## src/rtl/core/usplit_pkg.sv

```systemverilog
`timescale 1ns / 1ps
`default_nettype none

package usplit_pkg;

  // parser states, one-hot
  typedef enum logic [8:0] {
    ST_SCHEME = 9'b000000001,
    ST_HEX1   = 9'b000000010,
    ST_HEX2   = 9'b000000100,
    ST_COLON  = 9'b000001000,
    ST_SLASH1 = 9'b000010000,
    ST_AUTH   = 9'b000100000,
    ST_PATH   = 9'b001000000,
    ST_QUERY  = 9'b010000000,
    ST_FRAG   = 9'b100000000
  } pstate_t;

  typedef enum logic [2:0] {
    COMP_SCHEME = 3'd0,
    COMP_AUTH   = 3'd1,
    COMP_PATH   = 3'd2,
    COMP_QUERY  = 3'd3,
    COMP_FRAG   = 3'd4
  } comp_t;

  typedef enum logic [2:0] {
    STAT_OK         = 3'd0,
    STAT_BAD_SCHEME = 3'd1,
    STAT_BAD_HEX    = 3'd2,
    STAT_NO_SCHEME  = 3'd3,
    STAT_TRUNC_ESC  = 3'd4
  } status_t;

  localparam logic [7:0] CH_PCT   = 8'h25;
  localparam logic [7:0] CH_COLON = 8'h3a;
  localparam logic [7:0] CH_QMARK = 8'h3f;
  localparam logic [7:0] CH_HASH  = 8'h23;
  localparam logic [7:0] CH_SLASH = 8'h2f;
  localparam logic [7:0] CH_PLUS  = 8'h2b;
  localparam logic [7:0] CH_MINUS = 8'h2d;
  localparam logic [7:0] CH_DOT   = 8'h2e;

  typedef struct packed {
    logic [7:0] byte_out;
    logic [2:0] component;
    logic       has_byte;
    logic       uri_done;
    logic [2:0] status;
  } res_t;

  // all results caused by one item
  typedef struct packed {
    res_t [3:0] res;
    logic [1:0] last;
  } bundle_t;

  typedef struct packed {
    pstate_t    pstate;
    pstate_t    rstate;
    logic [3:0] high_nibble;
    logic [1:0] held_count;
    logic       path_checking;
    logic       discarding;
  } ctl_t;

  function automatic logic is_letter(input logic [7:0] c);
    return c inside {[8'h41:8'h5a], [8'h61:8'h7a]};
  endfunction

  function automatic logic is_scheme_char(input logic [7:0] c);
    return is_letter(c) || (c inside {[8'h30:8'h39], CH_PLUS, CH_MINUS, CH_DOT});
  endfunction

  // bit 4 flags a valid hex digit, bits 3:0 its value
  function automatic logic [4:0] hex_value(input logic [7:0] c);
    logic [4:0] v;
    v = 5'd0;
    if (c inside {[8'h30:8'h39]}) begin
      v = {1'b1, c[3:0]};
    end else if (c inside {[8'h41:8'h46], [8'h61:8'h66]}) begin
      v = {1'b1, c[3:0] + 4'd9};
    end
    return v;
  endfunction

  function automatic res_t mk_byte(input logic [7:0] b, input comp_t comp);
    res_t r;
    r.byte_out  = b;
    r.component = comp;
    r.has_byte  = 1'b1;
    r.uri_done  = 1'b0;
    r.status    = STAT_OK;
    return r;
  endfunction

  function automatic res_t mk_status(input status_t st);
    res_t r;
    r.byte_out  = 8'd0;
    r.component = COMP_SCHEME;
    r.has_byte  = 1'b0;
    r.uri_done  = 1'b1;
    r.status    = st;
    return r;
  endfunction

endpackage

`default_nettype wire

```

## src/rtl/core/usplit_step.sv

```systemverilog
`timescale 1ns / 1ps
`default_nettype none

module usplit_step (
  input  var usplit_pkg::ctl_t    cur_i,
  input  wire logic [7:0]         held0_i,
  input  wire logic [7:0]         held1_i,
  input  wire logic [7:0]         byte_i,
  input  wire logic               end_i,
  output usplit_pkg::ctl_t        nxt_o,
  output logic [7:0]              held0_o,
  output logic [7:0]              held1_o,
  output usplit_pkg::bundle_t     bundle_o,
  output logic                    has_res_o
);

  usplit_pkg::ctl_t    nx;
  usplit_pkg::res_t [3:0] res;
  logic [2:0]          n;
  logic [7:0]          h0, h1, pb, dec, up;
  logic [4:0]          hv;
  logic                err;
  usplit_pkg::status_t err_code;
  usplit_pkg::status_t end_code;
  logic                begin_req, flush_req;
  logic [1:0]          p_en;
  logic [7:0]          p_b0, p_b1;
  // path character outcome for the current byte
  logic                pc_esc, pc_q, pc_f;

  always_comb begin
    nx        = cur_i;
    h0        = held0_i;
    h1        = held1_i;
    res       = '0;
    n         = 3'd0;
    err       = 1'b0;
    err_code  = usplit_pkg::STAT_OK;
    end_code  = usplit_pkg::STAT_OK;
    begin_req = 1'b0;
    flush_req = 1'b0;
    p_en      = 2'b00;
    p_b0      = byte_i;
    p_b1      = byte_i;
    pb        = 8'd0;
    up        = 8'd0;
    hv        = usplit_pkg::hex_value(byte_i);
    dec       = {cur_i.high_nibble, hv[3:0]};
    pc_esc    = (byte_i == usplit_pkg::CH_PCT);
    pc_q      = (byte_i == usplit_pkg::CH_QMARK);
    pc_f      = (byte_i == usplit_pkg::CH_HASH);

    if (cur_i.discarding) begin
      if (end_i) begin
        nx.discarding    = 1'b0;
        nx.pstate        = usplit_pkg::ST_SCHEME;
        nx.rstate        = usplit_pkg::ST_SCHEME;
        nx.high_nibble   = 4'd0;
        nx.held_count    = 2'd0;
        nx.path_checking = 1'b0;
      end
    end else begin
      case (cur_i.pstate)
        usplit_pkg::ST_SCHEME: begin
          if (pc_esc) begin
            nx.rstate = usplit_pkg::ST_SCHEME;
            nx.pstate = usplit_pkg::ST_HEX1;
          end else if (byte_i == usplit_pkg::CH_COLON) begin
            nx.pstate = usplit_pkg::ST_COLON;
          end else if (usplit_pkg::is_scheme_char(byte_i)) begin
            res[n[1:0]] = usplit_pkg::mk_byte(byte_i, usplit_pkg::COMP_SCHEME);
            n = n + 3'd1;
          end else begin
            err      = 1'b1;
            err_code = usplit_pkg::STAT_BAD_SCHEME;
          end
        end
        usplit_pkg::ST_HEX1: begin
          if (!hv[4]) begin
            err      = 1'b1;
            err_code = usplit_pkg::STAT_BAD_HEX;
          end else begin
            nx.high_nibble = hv[3:0];
            nx.pstate      = usplit_pkg::ST_HEX2;
          end
        end
        usplit_pkg::ST_HEX2: begin
          if (!hv[4]) begin
            err      = 1'b1;
            err_code = usplit_pkg::STAT_BAD_HEX;
          end else begin
            nx.pstate = cur_i.rstate;
            case (cur_i.rstate)
              usplit_pkg::ST_AUTH: begin
                res[n[1:0]] = usplit_pkg::mk_byte(dec, usplit_pkg::COMP_AUTH);
                n = n + 3'd1;
              end
              usplit_pkg::ST_PATH: begin
                p_en[0] = 1'b1;
                p_b0    = dec;
              end
              usplit_pkg::ST_QUERY: begin
                res[n[1:0]] = usplit_pkg::mk_byte(dec, usplit_pkg::COMP_QUERY);
                n = n + 3'd1;
              end
              usplit_pkg::ST_FRAG: begin
                res[n[1:0]] = usplit_pkg::mk_byte(dec, usplit_pkg::COMP_FRAG);
                n = n + 3'd1;
              end
              default: begin
                res[n[1:0]] = usplit_pkg::mk_byte(dec, usplit_pkg::COMP_SCHEME);
                n = n + 3'd1;
              end
            endcase
          end
        end
        usplit_pkg::ST_COLON: begin
          if (byte_i == usplit_pkg::CH_SLASH) begin
            nx.pstate = usplit_pkg::ST_SLASH1;
          end else if (pc_q) begin
            nx.pstate = usplit_pkg::ST_QUERY;
          end else if (pc_f) begin
            nx.pstate = usplit_pkg::ST_FRAG;
          end else begin
            // anything else opens a path
            begin_req = 1'b1;
            nx.pstate = usplit_pkg::ST_PATH;
            if (pc_esc) begin
              nx.rstate = usplit_pkg::ST_PATH;
              nx.pstate = usplit_pkg::ST_HEX1;
            end else begin
              p_en[0] = 1'b1;
            end
          end
        end
        usplit_pkg::ST_SLASH1: begin
          if (byte_i == usplit_pkg::CH_SLASH) begin
            nx.pstate = usplit_pkg::ST_AUTH;
          end else begin
            // single slash: path that starts with '/'
            begin_req = 1'b1;
            p_en[0]   = 1'b1;
            p_b0      = usplit_pkg::CH_SLASH;
            nx.pstate = usplit_pkg::ST_PATH;
            if (pc_esc) begin
              nx.rstate = usplit_pkg::ST_PATH;
              nx.pstate = usplit_pkg::ST_HEX1;
            end else if (pc_q) begin
              flush_req = 1'b1;
              nx.pstate = usplit_pkg::ST_QUERY;
            end else if (pc_f) begin
              flush_req = 1'b1;
              nx.pstate = usplit_pkg::ST_FRAG;
            end else begin
              p_en[1] = 1'b1;
            end
          end
        end
        usplit_pkg::ST_AUTH: begin
          if (pc_esc) begin
            nx.rstate = usplit_pkg::ST_AUTH;
            nx.pstate = usplit_pkg::ST_HEX1;
          end else if (byte_i == usplit_pkg::CH_SLASH) begin
            begin_req = 1'b1;
            p_en[0]   = 1'b1;
            nx.pstate = usplit_pkg::ST_PATH;
          end else if (pc_q) begin
            nx.pstate = usplit_pkg::ST_QUERY;
          end else if (pc_f) begin
            nx.pstate = usplit_pkg::ST_FRAG;
          end else begin
            res[n[1:0]] = usplit_pkg::mk_byte(byte_i, usplit_pkg::COMP_AUTH);
            n = n + 3'd1;
          end
        end
        usplit_pkg::ST_PATH: begin
          if (pc_esc) begin
            nx.rstate = usplit_pkg::ST_PATH;
            nx.pstate = usplit_pkg::ST_HEX1;
          end else if (pc_q) begin
            flush_req = 1'b1;
            nx.pstate = usplit_pkg::ST_QUERY;
          end else if (pc_f) begin
            flush_req = 1'b1;
            nx.pstate = usplit_pkg::ST_FRAG;
          end else begin
            p_en[0] = 1'b1;
          end
        end
        usplit_pkg::ST_QUERY: begin
          if (pc_esc) begin
            nx.rstate = usplit_pkg::ST_QUERY;
            nx.pstate = usplit_pkg::ST_HEX1;
          end else if (pc_f) begin
            nx.pstate = usplit_pkg::ST_FRAG;
          end else begin
            res[n[1:0]] = usplit_pkg::mk_byte(byte_i, usplit_pkg::COMP_QUERY);
            n = n + 3'd1;
          end
        end
        default: begin
          if (pc_esc) begin
            nx.rstate = usplit_pkg::ST_FRAG;
            nx.pstate = usplit_pkg::ST_HEX1;
          end else begin
            res[n[1:0]] = usplit_pkg::mk_byte(byte_i, usplit_pkg::COMP_FRAG);
            n = n + 3'd1;
          end
        end
      endcase

      if (begin_req) begin
        nx.path_checking = 1'b1;
        nx.held_count    = 2'd0;
      end

      // path bytes: hold the first two until a drive letter is ruled in or out
      for (int i = 0; i < 2; i++) begin
        if (p_en[i]) begin
          pb = (i == 0) ? p_b0 : p_b1;
          if (!nx.path_checking) begin
            res[n[1:0]] = usplit_pkg::mk_byte(pb, usplit_pkg::COMP_PATH);
            n = n + 3'd1;
          end else if (nx.held_count == 2'd0) begin
            h0 = pb;
            nx.held_count = 2'd1;
          end else if (nx.held_count == 2'd1) begin
            h1 = pb;
            nx.held_count = 2'd2;
          end else begin
            if (h0 == usplit_pkg::CH_SLASH && usplit_pkg::is_letter(h1) &&
                pb == usplit_pkg::CH_COLON) begin
              up = (h1 inside {[8'h61:8'h7a]}) ? (h1 - 8'h20) : h1;
              res[n[1:0]] = usplit_pkg::mk_byte(up, usplit_pkg::COMP_PATH);
              n = n + 3'd1;
              res[n[1:0]] = usplit_pkg::mk_byte(pb, usplit_pkg::COMP_PATH);
              n = n + 3'd1;
            end else begin
              res[n[1:0]] = usplit_pkg::mk_byte(h0, usplit_pkg::COMP_PATH);
              n = n + 3'd1;
              res[n[1:0]] = usplit_pkg::mk_byte(h1, usplit_pkg::COMP_PATH);
              n = n + 3'd1;
              res[n[1:0]] = usplit_pkg::mk_byte(pb, usplit_pkg::COMP_PATH);
              n = n + 3'd1;
            end
            nx.path_checking = 1'b0;
            nx.held_count    = 2'd0;
          end
        end
      end

      if (err) begin
        res[n[1:0]] = usplit_pkg::mk_status(err_code);
        n = n + 3'd1;
        nx.pstate        = usplit_pkg::ST_SCHEME;
        nx.rstate        = usplit_pkg::ST_SCHEME;
        nx.high_nibble   = 4'd0;
        nx.held_count    = 2'd0;
        nx.path_checking = 1'b0;
        nx.discarding    = !end_i;
      end else begin
        if (flush_req || end_i) begin
          if (nx.path_checking && !(end_i && (nx.pstate == usplit_pkg::ST_SCHEME ||
              nx.pstate == usplit_pkg::ST_HEX1 || nx.pstate == usplit_pkg::ST_HEX2))) begin
            if (nx.held_count != 2'd0) begin
              res[n[1:0]] = usplit_pkg::mk_byte(h0, usplit_pkg::COMP_PATH);
              n = n + 3'd1;
            end
            if (nx.held_count == 2'd2) begin
              res[n[1:0]] = usplit_pkg::mk_byte(h1, usplit_pkg::COMP_PATH);
              n = n + 3'd1;
            end
            nx.path_checking = 1'b0;
            nx.held_count    = 2'd0;
          end
        end
        if (end_i) begin
          if (nx.pstate == usplit_pkg::ST_SCHEME) begin
            end_code = usplit_pkg::STAT_NO_SCHEME;
          end else if (nx.pstate == usplit_pkg::ST_HEX1 || nx.pstate == usplit_pkg::ST_HEX2) begin
            end_code = usplit_pkg::STAT_TRUNC_ESC;
          end
          res[n[1:0]] = usplit_pkg::mk_status(end_code);
          n = n + 3'd1;
          nx.pstate        = usplit_pkg::ST_SCHEME;
          nx.rstate        = usplit_pkg::ST_SCHEME;
          nx.high_nibble   = 4'd0;
          nx.held_count    = 2'd0;
          nx.path_checking = 1'b0;
        end
      end
    end
  end

  always_comb begin
    nxt_o         = nx;
    held0_o       = h0;
    held1_o       = h1;
    bundle_o.res  = res;
    bundle_o.last = n[1:0] - 2'd1;
    has_res_o     = (n != 3'd0);
  end

endmodule

`default_nettype wire

```

## src/rtl/core/usplit_outq.sv

```systemverilog
`timescale 1ns / 1ps
`default_nettype none

module usplit_outq (
  input  wire logic                clk,
  input  wire logic                rst_n,
  input  wire logic                wr_en_i,
  input  var usplit_pkg::bundle_t  wr_bundle_i,
  output logic                     ready_o,
  output logic                     out_valid,
  input  wire logic                out_stall,
  output usplit_pkg::res_t         out_res_o
);

  usplit_pkg::bundle_t q_r [2];
  logic       wr_ptr_r, wr_ptr_nxt;
  logic       rd_ptr_r, rd_ptr_nxt;
  logic [1:0] cnt_r, cnt_nxt;
  logic [1:0] idx_r, idx_nxt;
  logic       take, pop;

  assign ready_o   = (cnt_r != 2'd2);
  assign out_valid = (cnt_r != 2'd0);
  assign out_res_o = q_r[rd_ptr_r].res[idx_r];
  assign take      = out_valid && !out_stall;
  assign pop       = take && (idx_r == q_r[rd_ptr_r].last);

  always_comb begin
    wr_ptr_nxt = wr_ptr_r ^ wr_en_i;
    rd_ptr_nxt = rd_ptr_r ^ pop;
    cnt_nxt    = cnt_r + {1'b0, wr_en_i} - {1'b0, pop};
    idx_nxt    = idx_r;
    if (pop) begin
      idx_nxt = 2'd0;
    end else if (take) begin
      idx_nxt = idx_r + 2'd1;
    end
  end

  always_ff @(posedge clk) begin
    if (!rst_n) begin
      wr_ptr_r <= 1'b0;
      rd_ptr_r <= 1'b0;
      cnt_r    <= 2'd0;
      idx_r    <= 2'd0;
    end else begin
      wr_ptr_r <= wr_ptr_nxt;
      rd_ptr_r <= rd_ptr_nxt;
      cnt_r    <= cnt_nxt;
      idx_r    <= idx_nxt;
    end
  end

  always_ff @(posedge clk) begin
    if (wr_en_i) begin
      q_r[wr_ptr_r] <= wr_bundle_i;
    end
  end

endmodule

`default_nettype wire

```

## src/rtl/core/uri_component_splitter.sv

```systemverilog
`timescale 1ns / 1ps
`default_nettype none

// uri splitter with percent decoding
// input channel: one raw uri character per item (in_byte_in), in_end_of_uri
//   set on the last character of a uri
// result channel: one result per item; byte results carry a decoded byte and
//   its component (scheme, authority, path, query, fragment), the last result
//   of every uri is a status result with out_uri_done set
// one input item causes zero to four results
// an item's first result passes the input register and a queue entry before
//   it is offered; one input item per cycle while out_stall is low and each
//   item gives at most one result; an item with several results holds the
//   output until all are taken, and the two-entry queue keeps the input side
//   moving meanwhile; when out_stall is high the result on offer holds; once
//   both queue entries are full the input register fills and in_stall rises
// reset (rst_n low, synchronous) returns the parser to the scheme state and
//   empties the input register and the result queue

module uri_component_splitter (
  input  wire logic       clk,
  input  wire logic       rst_n,
  input  wire logic       in_valid,
  output logic            in_stall,
  input  wire logic [7:0] in_byte_in,
  input  wire logic       in_end_of_uri,
  output logic            out_valid,
  input  wire logic       out_stall,
  output logic [7:0]      out_byte_out,
  output logic [2:0]      out_component,
  output logic            out_has_byte,
  output logic            out_uri_done,
  output logic [2:0]      out_status
);

  // input register
  logic       item_v_r, item_v_nxt;
  logic [7:0] byte_r;
  logic       end_r;

  // parser state; held path bytes have no reset, they are only read once written
  usplit_pkg::ctl_t ctl_r, ctl_nxt;
  logic [7:0]       held0_r, held0_nxt;
  logic [7:0]       held1_r, held1_nxt;

  usplit_pkg::bundle_t bundle;
  usplit_pkg::res_t    res;
  logic                has_res;
  logic                q_ready;
  logic                move;
  logic                in_take;

  // item leaves the input register once the queue has a free entry
  assign move     = item_v_r && q_ready;
  assign in_stall = item_v_r && !q_ready;
  assign in_take  = in_valid && !in_stall;

  always_comb begin
    item_v_nxt = item_v_r;
    if (in_take) begin
      item_v_nxt = 1'b1;
    end else if (move) begin
      item_v_nxt = 1'b0;
    end
  end

  always_ff @(posedge clk) begin
    if (!rst_n) begin
      item_v_r             <= 1'b0;
      ctl_r.pstate         <= usplit_pkg::ST_SCHEME;
      ctl_r.rstate         <= usplit_pkg::ST_SCHEME;
      ctl_r.high_nibble    <= 4'd0;
      ctl_r.held_count     <= 2'd0;
      ctl_r.path_checking  <= 1'b0;
      ctl_r.discarding     <= 1'b0;
    end else begin
      item_v_r <= item_v_nxt;
      if (move) begin
        ctl_r <= ctl_nxt;
      end
    end
  end

  always_ff @(posedge clk) begin
    if (in_take) begin
      byte_r <= in_byte_in;
      end_r  <= in_end_of_uri;
    end
    if (move) begin
      held0_r <= held0_nxt;
      held1_r <= held1_nxt;
    end
  end

  // per-character parse, decode and drive-letter handling
  usplit_step u_step (
    .cur_i     (ctl_r),
    .held0_i   (held0_r),
    .held1_i   (held1_r),
    .byte_i    (byte_r),
    .end_i     (end_r),
    .nxt_o     (ctl_nxt),
    .held0_o   (held0_nxt),
    .held1_o   (held1_nxt),
    .bundle_o  (bundle),
    .has_res_o (has_res)
  );

  // result queue, serialises each item's results onto the output
  usplit_outq u_outq (
    .clk         (clk),
    .rst_n       (rst_n),
    .wr_en_i     (move && has_res),
    .wr_bundle_i (bundle),
    .ready_o     (q_ready),
    .out_valid   (out_valid),
    .out_stall   (out_stall),
    .out_res_o   (res)
  );

  assign out_byte_out  = res.byte_out;
  assign out_component = res.component;
  assign out_has_byte  = res.has_byte;
  assign out_uri_done  = res.uri_done;
  assign out_status    = res.status;

endmodule

`default_nettype wire

```

## config.mk

```make
export PLATFORM = sky130hd
export DESIGN_NAME = uri_component_splitter
export DESIGN_NICKNAME = d
export VERILOG_FILES = /design/src/rtl/core/usplit_pkg.sv /design/src/rtl/core/usplit_step.sv /design/src/rtl/core/usplit_outq.sv /design/src/rtl/core/uri_component_splitter.sv
export SDC_FILE = /design/constraint.sdc
export NUM_CORES = 1
export LEC_CHECK = 0
export BUFFER_PORTS_ARGS = -buffer_cell sky130_fd_sc_hd__buf_2
export CAP_MARGIN = 20
export CORE_UTILIZATION = 30
export DETAILED_ROUTE_END_ITERATION = 10
export PLACE_DENSITY_LB_ADDON = 0.1
export SLEW_MARGIN = 20
export SYNTH_ARGS = -nofsm -noshare
export SYNTH_HDL_FRONTEND = slang
export SYNTH_SLANG_ARGS = --single-unit
```

## constraint.sdc

```tcl
create_clock -name clk -period 22.3 [get_ports clk]
set_clock_uncertainty 0.05 [all_clocks]
set_input_delay 6.69 -clock clk [delete_from_list [all_inputs] [get_ports clk]]
set_output_delay 6.69 -clock clk [all_outputs]
set_load 0.01 [all_outputs]
```

==> results_dict.tcl, run 1 <==
set metrics [dict create \
    status "complete, but fails checks" \
    violations "DRC" \
    finalSetupViolCount 0 \
    drv_cap 0 \
    worst_ir_drop_vdd_mv 0.0559 \
    place_congestion 0.864 \
    instances_no_fill 1537 \
    pwr_density_cell_nw_per_um2 64.5 \
    syn_area_sq_um 10900 \
    synth_nets 1111 \
    ys_types 102 \
    wirelength_um 32600 \
    rsz0062_at_grt "false" \
    clock.fmax_mhz 109 \
    grt_max_degree 58 \
    num_antenna_cells 0 \
    cts_sinks 169 \
    clock_latency_ps 450 \
    vias_per_cell 5.44 \
    final_nets 1102 \
    dp_cells 1505 \
    die_h_um 193 \
    finalHoldViolCount 0 \
    p_leak_nw 3.96 \
    worst-path-max-fanout 30 \
    grt_pass1_wl_um 51200 \
    via_count 8354 \
    cts.clk_slew.worst_paths_ps 70 \
    nFillCells 3640 \
    cts_tree "yes" \
    start_util_pct 30.5 \
    synthCells 1072 \
    hold_class "flip-flop to flip-flop" \
    portBuffers 30 \
    drc 6 \
    critPathKind "flip-flop to output port" \
    yosysWarnings 0 \
    ant_nets 0 \
    antenna_found_initial 0 \
    period_share_pct 41.1 \
    synth_edf_count 139 \
    area_delta_synth_final_pct 9.61 \
    power_mw 0.769 \
    grt_pass1_vias 8175 \
    worstSetupEndpointType "output port" \
    clockBufferDepth 2 \
    postCtsSetupBuffers 0 \
    rows 69 \
    slew_headroom_pct 27.9 \
    cts_resized 0 \
    syn_area_per_cell_sq_um 10.2 \
    pin_count 31 \
    dieArea_sq_um 37100 \
    cp.required_ps 15560 \
    crit_arrival_ps 2420 \
    die_w_um 193 \
    synthArstFlopShare_pct 0 \
    grt_overflow_total 0 \
    first_pass_iters 8 \
    drt_iter0_drc 648 \
    h-tree-depth 4 \
    drive_above_1_share_pct 15.4 \
    period_minus_slack_ps 9160 \
    tns_ps 0 \
    numCtsBuffers 17 \
    drv_slew 0 \
    routedWlPerCell_um 21.2 \
    dpl.hpwl_um 24300 \
    seq_area_frac_synth_pct 43.9 \
    grt_use_total_pct 18.4 \
    worst_pin_slew_ps 1070 \
    core-area_sq_um 35700 \
    dominantRegCellSynth "edfxtp_1" \
    worst_setup_path_start_kind "flip-flop" \
    root_buffer "clkbuf_16" \
    cts_hold_buf 0 \
    synth-seq-cells 169 \
]
per-layer routing:
layer / GRT usage, % / wire (um) / vias up
met5: 0 / 0 / -
met4: 5.69 / 580 / 0
met3: 2.58 / 881 / 36
met2: 28.4 / 14900 / 165
met1: 26.4 / 16300 / 4130
li1: - / - / 4023
layout by cell type, fill, tap and decap left out, types with 5 or more instances in the layout:
cell type / instances
a211oi_1: 16
a21o_1: 5
a21oi_1: 76
a221oi_1: 6
a22oi_1: 10
a31oi_1: 7
and2_1: 22
and3_1: 10
buf_2: 30
buf_4: 12
clkbuf_16: 17
clkinvlp_4: 5
dfxtp_1: 29
edfxtp_1: 139
ha_1: 24
inv_1: 34
mux2_2: 16
mux2i_1: 19
mux4_2: 25
nand2_1: 86
nand2b_1: 17
nand3_1: 39
nand4_1: 7
nor2_1: 92
nor2b_1: 23
nor3_1: 36
nor3b_1: 8
nor4_1: 10
o211ai_1: 12
o21a_1: 6
o21ai_0: 57
o21ai_1: 11
o22ai_1: 8
o31ai_1: 7
or2_2: 5
xnor2_1: 11
xor2_1: 8
power by group:
part | switching, mW | total, mW | internal, mW | leakage (nW)
clock | 0.130 | 0.295 | 0.165 | 0.265
sequential | 0.0103 | 0.369 | 0.359 | 1.60
combinational | 0.0635 | 0.105 | 0.0419 | 2.10
total | 0.204 | 0.769 | 0.566 | 3.96
path summary, 6_finish.rpt:
kind | cells after the start | from | slack [ps] | to
setup reg to reg | 28 | byte_r[1]$_DFFE_PP_ | 14180 | u_outq.q_r[0][12]$_DFFE_PP_
hold reg to reg | 2 | ctl_r[6]$_SDFFE_PN0P_ | 460 | ctl_r[6]$_SDFFE_PN0P_
setup / recovery | 5 | flip-flop | 13140 | out_has_byte
hold / removal | 2 | ctl_r[6]$_SDFFE_PN0P_ | 460 | ctl_r[6]$_SDFFE_PN0P_
Yosys cell counts, types with 5 or more instances:
master,instances,area share [%]
a211oi_1,16,1.1
a21o_1,5,0.34
a21oi_1,76,3.5
a221oi_1,6,0.48
a22oi_1,10,0.69
a31oi_1,7,0.40
and2_1,22,1.3
and3_1,10,0.57
buf_1,8,0.28
buf_2,22,1.0
buf_6,7,0.72
clkbuf_1,30,1.0
dfxtp_1,30,5.5
edfxtp_1,139,38
ha_1,26,3.0
inv_1,34,1.2
mux2_2,16,1.7
mux2i_1,19,1.7
mux4_2,25,5.2
nand2_1,86,3.0
nand2b_1,17,0.98
nand3_1,39,1.8
nand4_1,7,0.40
nor2_1,92,3.2
nor2b_1,24,1.4
nor3_1,36,1.7
nor3b_1,8,0.55
nor4_1,10,0.57
o211ai_1,12,0.83
o21a_1,6,0.41
o21ai_0,57,2.6
o21ai_1,11,0.51
o22ai_1,8,0.46
o31ai_1,7,0.48
or2_2,5,0.29
xnor2_1,11,0.88
xor2_1,8,0.64
worst max-delay path, stage by stage (launching register included):
cell,delay [ps]
dfxtp_2,360
buf_4,480
mux4_2,570
a21oi_1,240
o31ai_1,100
buf_2,180
kinds of logic after synthesis:
logic type	after synthesis	share of synthesized area (%)
flip-flops	169	43.9
multiplexers	60	8.57
buffers and inverters	106	4.49
adder cells (fa/ha/maj)	26	2.99
AO/OA/AOI/OAI	277	17.3
AND/OR/NAND/NOR	414	21.1
XOR/XNOR	20	1.74
area by class of cell:
class | count | area (sq um) | area share (%)
clock buffer | 18 | 429 | 3.60
clock inverter | 14 | 145 | 1.22
inverter | 36 | 135 | 1.13
multi-input combinational | 797 | 5630 | 47.2
sequential | 169 | 4780 | 40.0
tap | 461 | 577 | 4.83
timing repair buffer | 42 | 240 | 2.01
registers in the layout, summed over array words and instances (netlist names), named ones only:
signal,cells
u_outq.q_r,114
held0_r,8
u_outq.wr_ptr_r,1
u_outq.cnt_r,2
u_outq.rd_ptr_r,1
ctl_r,22
end_r,1
u_outq.idx_r,2
item_v_r,1
held1_r,8
byte_r,8
per-stage QoR:
| stage | instance area, sq um | worst slack, ps | util, % | hold slack, ps |
|---|---|---|---|---|
| 6_report | 11900 | 13140 | 33.5 | 464 |
| 4_1_cts | 11900 | 13080 | 33.5 | 461 |
| 3_5_place_dp | 11400 | 13580 | 31.9 | 450 |
| 3_3_place_gp | 11400 | 13590 | 31.9 | 455 |
| 2_1_floorplan | 10900 | 13680 | - | 415 |
| 5_1_grt | 11900 | 12950 | 33.5 | 514 |
Power figures use the tool's default switching activity.
==> inputs of run 2 (changes only) <==
clock period = 9 ns   (was 22.3 ns; I/O delays follow)
==> run 2 against run 1 <==
  * The flow still finishes with violations (DRC)
  * Power rose to 2.5 times the previous value
  * Sequential power rose by 150%
  * Sequential cell count did not move
  * Hold slack improved by 17 ps
  * Die area did not move
  * Count of clock-buffer cells in the layout rose by 2
  * Critical path depth rose by 27
  * Combinational power rose to 2.6 times the previous value
  * Worst setup slack got worse by 12000 ps
  * Final cell count rose by 0.20%
==> results_dict.tcl, run 2 (same netlist as run 1, synthesis figures left out) <==
set metrics [dict create \
    final_common_cell "edfxtp_1" \
    fin_area_sq_um 12000 \
    worst_slack_ps 1260 \
    grt_overflow_total 0 \
    grt_pass1_vias 8152 \
    routedWlPerCell_um 21.7 \
    crit_start "byte_r[1]$_DFFE_PP_" \
    critPathKind "flip-flop to flip-flop" \
    hold_class "flip-flop to flip-flop" \
    h-tree-depth 4 \
    core-area_sq_um 35700 \
    crit_family "simple AND/OR/NAND/NOR gates" \
    crit_top_cell "ha_1" \
    drt_iter0_drc 759 \
    min_from "u_outq.idx_r[0]$_SDFFE_PP0P_" \
    dpl.hpwl_um 24700 \
    pin_count 31 \
    reg2reg_slack_ps 1260 \
    worstSetupEndpointType "flip-flop" \
    start_util_pct 30.5 \
    rsz0062_at_grt "false" \
    slowest_stage "or4_4" \
    period_share_pct 86.0 \
    path_depth 32 \
    regArea_sq_um 4780 \
    place_congestion 0.850 \
    power_mw 1.93 \
    root_buffer "clkbuf_16" \
    tns_ps 0 \
    multi_input_area_sq_um 5630 \
    status "complete, but fails checks" \
    ant_nets 0 \
    crit-reg2reg-launch "byte_r[1]$_DFFE_PP_" \
    postCtsSetupBuffers 0 \
    grt_pass1_wl_um 51400 \
    rows 69 \
    num_antenna_cells 0 \
    drv_cap 0 \
    wirelength_um 33500 \
    finalHoldViolCount 0 \
    cts_hold_buf 0 \
    first_pass_iters 11 \
    finalSetupViolCount 0 \
    worst_ir_drop_vdd_mv 0.131 \
    largest_reg_flops 114 \
    cts.clk_slew.worst_paths_ps 70 \
    drc 6 \
    place_area_sq_um 11400 \
    min_path_cells 2 \
    violations "DRC" \
    cts_resized 0 \
    via_count 8393 \
    dp_cells 1508 \
    slew_headroom_pct 27.0 \
    drv_slew 0 \
    drive_above_1_share_pct 15.8 \
    portBuffers 30 \
    worst_setup_path_start_kind "flip-flop" \
    dieArea_sq_um 37100 \
    clockBufferDepth 2 \
    crit_end "u_outq.cnt_r[1]$_SDFF_PN0_" \
    pwr_density_cell_nw_per_um2 161 \
    clock_latency_ps 460 \
    regMostFlops "u_outq.q_r" \
    instances_no_fill 1540 \
    grt_use_total_pct 18.7 \
    area_delta_synth_final_pct 10.1 \
    grt_max_degree 58 \
    worst-path-max-fanout 11 \
    final_cell_mix "edfxtp_1 (139), nor2_1 (92), nand2_1 (86)" \
    cp.required_ps 9290 \
    cts_sinks 169 \
    reg.largest.list "u_outq.q_r (114), ctl_r (22)" \
    cts_tree "yes" \
    rr_endpoint "u_outq.cnt_r[1]$_SDFF_PN0_" \
    die_w_um 193 \
    vias_per_cell 5.45 \
    p_leak_nw 3.97 \
    clock.fmax_mhz 129 \
    worst_pin_slew_ps 1080 \
    numCtsBuffers 17 \
    critPathMaxStageDelay_ps 590 \
    die_h_um 193 \
    fin_util_pct 33.6 \
    r2r_cells 32 \
    holdWs_ps 480 \
    antenna_found_initial 0 \
    final_nets 1105 \
    period_minus_slack_ps 7740 \
    nFillCells 3620 \
    crit_arrival_ps 8030 \
    crit_buf_inv 4 \
    dp_worst_setup_slack_ps 1240 \
]
run 2: worst min-delay path by stage:
stage,to
floorplan,ctl_r[6]$_SDFFE_PN0P_
global placement,u_outq.idx_r[0]$_SDFFE_PP0P_
detailed placement,u_outq.idx_r[0]$_SDFFE_PP0P_
CTS,u_outq.idx_r[0]$_SDFFE_PP0P_
global route,ctl_r[6]$_SDFFE_PN0P_
finish,u_outq.idx_r[0]$_SDFFE_PP0P_
run 2: per-layer routing:
| layer | wire length [um] | track usage (%) | up-vias | part of all wire (%) |
|---|---|---|---|---|
| li1 | - | - | 4024 | - |
| met1 | 16200 | 25.8 | 4178 | 49 |
| met2 | 15800 | 30.0 | 168 | 47 |
| met3 | 1040 | 3.04 | 23 | 3.1 |
| met4 | 392 | 5.03 | 0 | 1.2 |
| met5 | 0 | 0 | - | 0 |
run 2: cell type report:
type                    instances  area share, %
clock buffers                  20           3.72
flip-flops and latches        169           39.8
inverters                      36           1.13
clock inverters                12           1.17
multi-input cells             797           46.9
repair buffers                 45           2.40
well taps                     461           4.81
run 2: worst reg2reg max path: cells and delay by family, from the launching register on:
family	cells	cell delay, ps
AO/OA/AOI/OAI	8	2010
XOR/XNOR	2	210
adder cells (fa/ha/maj)	7	1690
buffers and inverters	4	400
flip-flops	1	560
multiplexers	1	90
AND/OR/NAND/NOR	10	2640
run 2: report_power, final:
group | internal (mW) | switching (mW)
clock | 0.420 | 0.324
sequential | 0.890 | 0.0278
combinational | 0.107 | 0.161
total | 1.42 | 0.512
==> inputs of run 3 (changes only) <==
SLEW_MARGIN = 40   (was 20)
clock period = 7.7 ns   (was 9 ns; I/O delays follow)
==> run 3 against run 2 <==
  * The run still ends with DRC left
  * Clock power up 17%
  * Count of clock-buffer cells in the layout fell by 3
  * Die area unchanged
  * Non-clock buffer count is 20 higher
  * Core utilization grew 0.47 points
  * Critical endpoint is now u_outq.q_r[0][28]$_DFFE_PP_
  * Largest cell class unchanged
==> results_dict.tcl, run 3 (same netlist as run 1, synthesis figures left out) <==
set metrics [dict create \
    status "complete, but fails checks" \
    violations "DRC" \
    worst-path-max-fanout 26 \
    cts_sinks 169 \
    cp.required_ps 7800 \
    crit_buf_inv 3 \
    place_congestion 0.895 \
    pwr_density_cell_nw_per_um2 186 \
    clockBufferDepth 2 \
    rows 69 \
    clock_latency_ps 450 \
    area_delta_synth_final_pct 11.7 \
    regMostFlops "u_outq.q_r" \
    num_antenna_cells 0 \
    final_cell_mix "edfxtp_1 (139), nor2_1 (92), nand2_1 (86)" \
    core-area_sq_um 35700 \
    drc 5 \
    reg.largest.list "u_outq.q_r (114), ctl_r (22)" \
    dp_worst_setup_slack_ps 440 \
    clock.fmax_mhz 140 \
    cts_tree "yes" \
    h-tree-depth 4 \
    worstSetupEndpointType "flip-flop" \
    p_leak_nw 4.07 \
    finalHoldViolCount 0 \
    start_util_pct 30.5 \
    period_share_pct 92.8 \
    antenna_found_initial 0 \
    final_common_cell "edfxtp_1" \
    place_area_sq_um 11600 \
    grt_pass1_vias 8248 \
    dp_cells 1527 \
    largest_reg_flops 114 \
    power.share.combinational_pct 14.3 \
    critPathKind "flip-flop to flip-flop" \
    worst_slack_ps 558 \
    grt_overflow_total 0 \
    pwr-share-seq_pct 47.3 \
    fin_util_pct 34.1 \
    rsz0062_at_grt "false" \
    cts.clk_slew.worst_paths_ps 70 \
    wirelength_um 34100 \
    slowest_stage "or4_4" \
    vias_per_cell 5.44 \
    critPathMaxStageDelay_ps 640 \
    routedWlPerCell_um 21.9 \
    pin_count 31 \
    worst_setup_path_start_kind "flip-flop" \
    worst_ir_drop_vdd_mv 0.159 \
    numCtsBuffers 17 \
    grt_pass1_wl_um 52400 \
    clkPwrFrac_pct 38.4 \
    instances_no_fill 1560 \
    crit_family "adder cells" \
    power_switching_mw 0.635 \
    portBuffers 30 \
    drive_above_1_share_pct 17.5 \
    drv_cap 0 \
    via_count 8479 \
    die_h_um 193 \
    root_buffer "clkbuf_16" \
    switching_share_pct 28.0 \
    dpl.hpwl_um 25700 \
    slew_headroom_pct 46.6 \
    period_minus_slack_ps 7140 \
    first_pass_iters 10 \
    power_mw 2.27 \
    hold_class "flip-flop to flip-flop" \
    finalSetupViolCount 0 \
    grt_use_total_pct 19.0 \
    p_int_mw 1.63 \
    final_nets 1125 \
    crit_top_cell "ha_1" \
    drv_slew 0 \
    die_w_um 193 \
    ant_nets 0 \
    crit_arrival_ps 7240 \
    drt_iter0_drc 677 \
    fin_area_sq_um 12200 \
    worst_pin_slew_ps 793 \
    grt_max_degree 36 \
    dieArea_sq_um 37100 \
]
run 3: cell types whose count changed in the layout (fill, tap and decap cells not counted), sizes merged:
cell,before,now
inv,40,44
clkinv,3,4
clkinvlp,3,2
bufinv,2,1
buf,45,65
clkbuf,20,17
run 3: per-layer routing:
metal,up-vias,track usage [%],share of wire (%)
met2,189,30.3,47
met4,0,5.39,1.7
met3,33,2.91,3.5
li1,4066,-,-
met5,-,0,0
met1,4191,26.6,48
run 3: final timing paths:
| check | slack [ps] | end | startpoint | cells past startpoint |
|---|---|---|---|---|
| max reg2reg | 560 | u_outq.q_r[0][28]$_DFFE_PP_ | byte_r[0]$_DFFE_PP_ | 26 |
| min reg2reg | 490 | ctl_r[6]$_SDFFE_PN0P_ | ctl_r[6]$_SDFFE_PN0P_ | 2 |
| max | 560 | u_outq.q_r[0][28]$_DFFE_PP_ | byte_r[0]$_DFFE_PP_ | 26 |
| min | 490 | ctl_r[6]$_SDFFE_PN0P_ | ctl_r[6]$_SDFFE_PN0P_ | 2 |
run 3: metrics by stage:
stage	setup TNS (ps)	hold slack (ps)
6_report	0	486
5_1_grt	0	515
4_1_cts	0	486
3_5_place_dp	0	475
3_3_place_gp	0	471
2_1_floorplan	-341	415
run 3: cell type report:
type / instances / area, sq um
clock buffer: 17 / 425
inverter: 36 / 135
sequential: 169 / 4780
clock inverter: 15 / 153
multi-input combinational: 797 / 5640
timing repair buffer: 65 / 450
tap: 461 / 577
fill: 3635 / 23500
run 3: worst reg2reg max path, stage by stage (launching register included):
cell      delay (ps)
edfxtp_1         550
ha_1             360
or4b_4           530
o2111a_2         190
o311ai_4         420
nor2_1           120
mux2i_1          210
or4_4            640
ha_1             300
a21boi_0         110
o21ai_2          260
inv_1             90
ha_1             320
or2b_1           240
nand2_1          110
ha_1             240
mux2i_1          190
a21oi_1          150
inv_1            100
ha_1             220
a21oi_1          140
a31oi_1          120
ha_1             210
nor2_1           140
a211o_1          190
ha_2             410
buf_12           240
run 3: power groups by stage:
stage / Combinational (mW) / Sequential (mW) / Clock (mW)
2_1_floorplan: 0.228 / 1.07 / 0
3_3_place_gp: 0.328 / 1.09 / 0
3_5_place_dp: 0.326 / 1.09 / 0
4_1_cts: 0.327 / 1.07 / 0.898
5_1_grt: 0.358 / 1.08 / 0.928
6_report: 0.324 / 1.07 / 0.870
run 3: repair_timing:
item                                    CTS  global route
resized for setup                         0             2
buffers inserted                          0             1
hold buffers                              0             0
endpoints found under the setup margin    0            96
